File: src/crrm_pkg.sv
`timescale 1ns / 1ps
// ---------------------------------------------------------------------------
// crrm_pkg - shared types for the cascaded range remapper
// Transaction payloads, table entry layout and fixed widths.
// ---------------------------------------------------------------------------
package crrm_pkg;

   // value width is fixed by the payload fields
   localparam int VALUE_BITS = 32;
   localparam int CFG_BITS   = 4;
   localparam logic [CFG_BITS-1:0] CFG_RESET = 4'd7;

   // front/back transaction queue
   localparam int QDEPTH = 4;
   localparam int QPTR_W = 2;
   localparam int QCNT_W = 3;

   typedef enum logic [0:0] {
      OP_LOAD  = 1'b0,
      OP_XLATE = 1'b1
   } op_type;

   typedef struct packed {
      op_type                  opcode;
      logic [2:0]              stage_index;
      logic [5:0]              slot_index;
      logic [VALUE_BITS-1:0]   dest_start;
      logic [VALUE_BITS-1:0]   source_start;
      logic [VALUE_BITS-1:0]   range_length;
      logic                    entry_valid;
      logic [VALUE_BITS-1:0]   map_value;
      logic                    last_value;
   } req_type;

   typedef struct packed {
      logic [VALUE_BITS-1:0]   mapped_value;
      logic [VALUE_BITS-1:0]   running_min;
      logic                    batch_done;
   } rsp_type;

   // one table slot as stored in RAM
   typedef struct packed {
      logic                    ok;
      logic [VALUE_BITS-1:0]   dest;
      logic [VALUE_BITS-1:0]   src;
      logic [VALUE_BITS-1:0]   len;
   } entry_type;

endpackage

File: src/crrm_front.sv
`timescale 1ns / 1ps
// ---------------------------------------------------------------------------
// crrm_front - request intake and transaction queue
// Accepts requests, drops loads that address no slot, and queues the rest
// in order for the back end.
// ---------------------------------------------------------------------------
module crrm_front #(
   parameter int STAGES  = 8,
   parameter int ENTRIES = 64
) (
   input  logic             clock,
   input  logic             reset,
   input  logic             req_valid,
   output logic             req_stall,
   input  crrm_pkg::req_type req_data,
   input  logic             clearing,
   output logic             head_valid,
   output crrm_pkg::req_type head,
   input  logic             head_pop
);
   import crrm_pkg::*;

   req_type             q_mem [QDEPTH];
   logic [QPTR_W-1:0]   wr_ptr_ff, wr_ptr_in;
   logic [QPTR_W-1:0]   rd_ptr_ff, rd_ptr_in;
   logic [QCNT_W-1:0]   count_ff, count_in;
   logic                in_range;
   logic                accept;
   logic                push;

   // classify: a load outside the table is accepted and dropped
   assign in_range = (32'(req_data.stage_index) < STAGES) &&
                     (32'(req_data.slot_index) < ENTRIES);
   assign req_stall = (count_ff == QCNT_W'(QDEPTH)) || clearing;
   assign accept    = req_valid && !req_stall;
   assign push      = accept && ((req_data.opcode == OP_XLATE) || in_range);

   assign head_valid = (count_ff != '0);
   assign head       = q_mem[rd_ptr_ff];

   // pointer and count update
   always_comb begin
      wr_ptr_in = push ? wr_ptr_ff + 1'b1 : wr_ptr_ff;
      rd_ptr_in = head_pop ? rd_ptr_ff + 1'b1 : rd_ptr_ff;
      count_in  = count_ff;
      if (push && !head_pop) begin
         count_in = count_ff + 1'b1;
      end else if (!push && head_pop) begin
         count_in = count_ff - 1'b1;
      end
   end

   always_ff @(posedge clock) begin
      if (reset) begin
         wr_ptr_ff <= '0;
         rd_ptr_ff <= '0;
         count_ff  <= '0;
      end else begin
         wr_ptr_ff <= wr_ptr_in;
         rd_ptr_ff <= rd_ptr_in;
         count_ff  <= count_in;
      end
   end

   // queue storage
   always_ff @(posedge clock) begin
      if (push) begin
         q_mem[wr_ptr_ff] <= req_data;
      end
   end

`ifndef SYNTHESIS
   a_count_bound: assert property (@(posedge clock) disable iff (reset)
      count_ff <= QCNT_W'(QDEPTH))
      else $error("queue count above depth");
   a_pop_nonempty: assert property (@(posedge clock) disable iff (reset)
      head_pop |-> (count_ff != '0))
      else $error("pop from empty queue");
   a_push_grows: assert property (@(posedge clock) disable iff (reset)
      (push && !head_pop) |=> (count_ff == $past(count_ff) + 1'b1))
      else $error("push lost");
`endif

endmodule

File: config.mk
export PLATFORM = sky130hd
export DESIGN_NAME = crrm_front
export DESIGN_NICKNAME = d
export VERILOG_FILES = /design/src/crrm_pkg.sv /design/src/crrm_front.sv
export SDC_FILE = /design/constraint.sdc
export NUM_CORES = 1
export LEC_CHECK = 0
export ABC_CLOCK_PERIOD_IN_PS = 4600
export BUFFER_PORTS_ARGS = -buffer_cell sky130_fd_sc_hd__buf_4
export CAP_MARGIN = 30
export CORE_AREA = 2 2 205 207
export DETAILED_ROUTE_END_ITERATION = 12
export DIE_AREA = 0 0 207 209
export PLACE_DENSITY = 0.74
export SKIP_LAST_GASP = 1
export SLEW_MARGIN = 20
export SYNTH_ARGS = -nofsm -noshare
export SYNTH_HDL_FRONTEND = slang
export SYNTH_SLANG_ARGS = --single-unit
export TNS_END_PERCENT = 10
File: constraint.sdc
create_clock -name clock -period 4.6 [get_ports clock]
set_clock_uncertainty 0.2 [all_clocks]
set_input_delay 0.69 -clock clock [delete_from_list [all_inputs] [get_ports clock]]
set_output_delay 0.69 -clock clock [all_outputs]
set_load 0.1 [all_outputs]
# --- After elaboration in Yosys (flattened, before gate mapping) ---
# Memory sizes are Yosys's and may differ from the RTL's. A register that Yosys moved wholly into a read port is not among the register bits.
# Cells that the tools add are included.
op_classes:
  div: 0
  n_reduce_logical: 9
  bitwise: 0
  multipliers: 0
  addsub: 4
  order_cmp: 0
  mux: 6
  shifts: 0
  n_eq_ne: 1
op_table:
  columns: ["cell", "count"]
  rows:
  - ["$mux 3", 2]
  - ["$add 2x1->2 const B", 2]
  - ["$mux 2", 2]
  - ["$add 3x1->3 const B", 1]
  - ["$eq 3x3->1 const B", 1]
  - ["$logic_and 1x1->1", 3]
  - ["$logic_not 1->1", 3]
  - ["$reduce_bool 3->1", 1]
  - ["$sub 3x1->3 const B", 1]
  - ["$mux 1", 2]
  - ["$reduce_bool 2->1", 1]
  - ["$logic_or 1x1->1", 1]
totals:
  latch_bits: 0
  register_bits: 7
  ram_bits: 560
  mem_bits_ro: 0
  memories: 1
mem_list:
  columns: ["name", "depth", "width", "read_ports", "rd_clocked_by_memory_dff", "write_ports", "line", "text"]
  rows:
  - ["q_mem", 4, 140, 1, 1, 1, "crrm_front.sv:23", "req_type q_mem [QDEPTH];"]

# --- Depth between registers and ports, before layout ---
logic_depth:
  depth_word: 8
  mapped_depth: 8
  depth_no_buf: 8

# --- Least setup slack after synthesis ---
# Ideal clock, no wire load.
synth_path:
  kind: "input -> register"
  startpoint: "in clearing"
  endpoint: "mem q_mem[2][0] in the netlist's numbering (enable)"
  stages: 3
  required_ns: 3.884
  arrival_ns: 4.308
  setup_ns: 0.516
  n_path_buf: 0
  path_slack_ns: -0.424
  cell_sequence: "nand2b_1 > a21oi_2 > and2_1"
synth_between:
  elab_chain_cells: 5
synth_rtl:
  columns: ["element", "line", "text"]
  rows:
  - ["start: declaration", "crrm_front.sv:16", "input logic clearing,"]
  - ["$logic_or 1x1->1", "crrm_front.sv:34", "assign req_stall = (count_ff == QCNT_W'(QDEPTH)) || clearing;"]
  - ["$logic_not 1->1", "crrm_front.sv:35", "assign accept = req_valid && !req_stall;"]
  - ["$logic_and 1x1->1", "crrm_front.sv:35", null]
  - ["named net accept", "crrm_front.sv:28", "logic accept;"]
  - ["$mux 1", "crrm_front.sv:67", "if (push) begin"]
  - ["$mux 1 (not written as such)", "crrm_front.sv:68", "q_mem[wr_ptr_ff] <= req_data;"]
  - ["end: declaration", "crrm_front.sv:23", null]
# The timed path passes the listed nets, and every way through them passes these cells.

==> metrics.yaml <==
logic_synthesis:
  syn_avg_cell_area_um2: 26.5
  synth_cell_type_count: 24
  yosysWarningCount: 0
  synth_top_area_share_pct: 81.4
  synth_top_area_cell: "edfxtp_1"
  synth_top_cells_by_area: "edfxtp_1, mux4_2, dfxtp_1"
  synth_fp_nets: 932
  synth_cells: 781
  ys_seq_elements: 569
  seq_area_frac_synth_pct: 82.3
  netlist_area_um2: 20700
die:
  die_h_um: 209
  design.die.area_um2: 43300
  placementRows: 75
  core_region_area_um2: 41300
  die_w_um: 207
  start_util_pct: 50.0
  ioPinCount: 287
setup_path:
  rrSetupSlack_ns: 2.02
  crit_required_ns: 3.71
  critPathKind: "reg2out"
  r2r_end: "q_mem[2][21]"
  cp-start-kind: "flop"
  crit_path_max_fanout: 69
  r2r-start: "count_ff[1]"
  rr_worst_depth: 4
  arrival_ns: 2.60
  cp-end-kind: "output port"
clock_tree:
  htree_levels: 2
  cts_root_buffer: "clkbuf_16"
  clockBufferDepth: 3
  clk_latency_ns: 0.60
  cts_hold_buf: 0
  clk_pin_slew_ns: 0.06
  cts_resized: 0
  post-cts-setup-buffer-count: 0
  cts_buffers: 58
  cts_sinks: 569
  cts_tree: "done"
power:
  p_per_area_nw_per_um2: 511
  ir_worst_vdd_v: 0.000385
  power_leakage_uw: 0.00849
  p_total_uw: 13000
sta:
  slew_headroom_pct: 51.4
  min_period_over_period_pct: 75.9
  setup_violations: 0
  max_freq_ghz: 0.286
  setup_tns_ns: 0
  worstMarginPinSlew_ns: 0.729
  rsz0062_at_grt: "false"
  fin_ws_ns: 1.11
  slew_violations: 0
  period_needed_ns: 3.49
  hold_violations: 0
global_route:
  grt_antenna_before_repair: 0
  grt_max_degree: 73
  overflow: 0
  grt_pass1_wl_um: 58700
  grt_usage_pct: 18.0
  grt_pass1_vias: 9754
job:
  max_cap_violations: 0
cells_and_area:
  fin_area_um2: 25500
  diodes: 0
  layout_common_cells: "edfxtp_1, buf_4, mux4_2, clkbuf_16, clkinv_1"
  fill_cells: 2842
  layout-drive-gt1-share_pct: 46.1
  fin_util_pct: 61.7
  seqCellArea_um2: 17000
  multi_input_area_um2: 3430
  area_growth_pct: 23.2
  final_common_cell: "edfxtp_1"
  finish.net_count: 1259
hold_path:
  holdPathStages: 1
  hp-class: "in2reg"
  worstHoldStart: "req_data[0]"
  min_to: "q_mem[2][0]"
route:
  vias_per_cell: 5.40
  dr.pass1.iters: 4
  drtAntennaViolNets: 0
  wl_per_cell_um: 22.8
  vias: 9160
  drt-initial-drc-count: 597
  wirelength_um: 38600
  drc_errors: 0
outcome:
  status: "complete, no violations"
placed_design:
  portBuffers: 286
  place_congestion: 0.716
  post_dp_cell_area_um2: 23500
  hpwlAfterDp_um: 22900
  place_ws_ns: 1.52
## power by group
part	total [uW]	internal (uW)	switching [uW]
logic	2370	599	1770
registers	5930	5870	60.9
clock network	4710	2830	1890
## cells by family after synthesis
group / after synthesis / share of synthesized area [%]
multiplexers: 143 / 15.4
AO/OA/AOI/OAI: 4 / 0.127
AND/OR/NAND/NOR: 18 / 0.436
XOR/XNOR: 4 / 0.170
buffers and inverters: 37 / 1.20
flip-flops: 569 / 82.3
adder cells (fa/ha/maj): 6 / 0.400
## final cells by class
class                   instances  share of cell area, %
flip-flops and latches        569                   66.8
clock buffers                  68                   5.85
multi-input cells             175                   13.5
clock inverters                42                   1.82
well taps                     539                   2.65
inverters                       4                 0.0590
repair buffers                300                   9.39
## cells in the mapped netlist, drive strengths merged
library cell and count:
o21ai 1, ha 5, xnor2 1, and2 4
nor2 8, clkbuf 5, a21oi 2, nand2 1
buf 28, xor2 3, a21o 1, nand2b 3
mux2i 2, mux2 1, edfxtp 560, dfxtp 9
or3 2, inv 4, mux4 140, fa 1
## stage by stage
stage               hold WS, ns  cells
floorplan                 0.282    781
global placement          0.294   1587
detailed placement        0.309   1587
CTS                      0.0278   1697
global route             0.0391   1697
finish                   0.0795   1697
## layer usage
| layer | wire length (um) | up-vias | share of wire, % | track usage [%] |
|---|---|---|---|---|
| met5 | 0 | - | 0 | 0 |
| met4 | 888 | 0 | 2.3 | 5.34 |
| met3 | 3060 | 61 | 7.9 | 6.15 |
| met2 | 18700 | 271 | 49 | 28.2 |
| met1 | 15900 | 4786 | 41 | 24.1 |
| li1 | - | 4042 | - | - |
## flip-flops by register name, summed over array words and instances (netlist names), named ones only
signal / flops
wr_ptr_ff: 2
count_ff: 3
rd_ptr_ff: 2
q_mem: 560
## worst max-delay path by stage
stage / slack [ns] / cells past startpoint / endpoint / start
floorplan: -0.42 / 3 / q_mem[3][0] / clearing
global placement: 1.53 / 5 / q_mem[2][117] / clearing
detailed placement: 1.52 / 5 / q_mem[0][4] / clearing
CTS: 1.01 / 3 / head[78] / flop
global route: 0.92 / 3 / head[0] / flop
finish: 1.11 / 3 / head[0] / flop
## critical path: stages (launching register included)
cell     delay, ns
dfxtp_4       0.55
buf_12        0.47
mux4_2        0.61
buf_4         0.25
(Power assumes the default switching activity.)
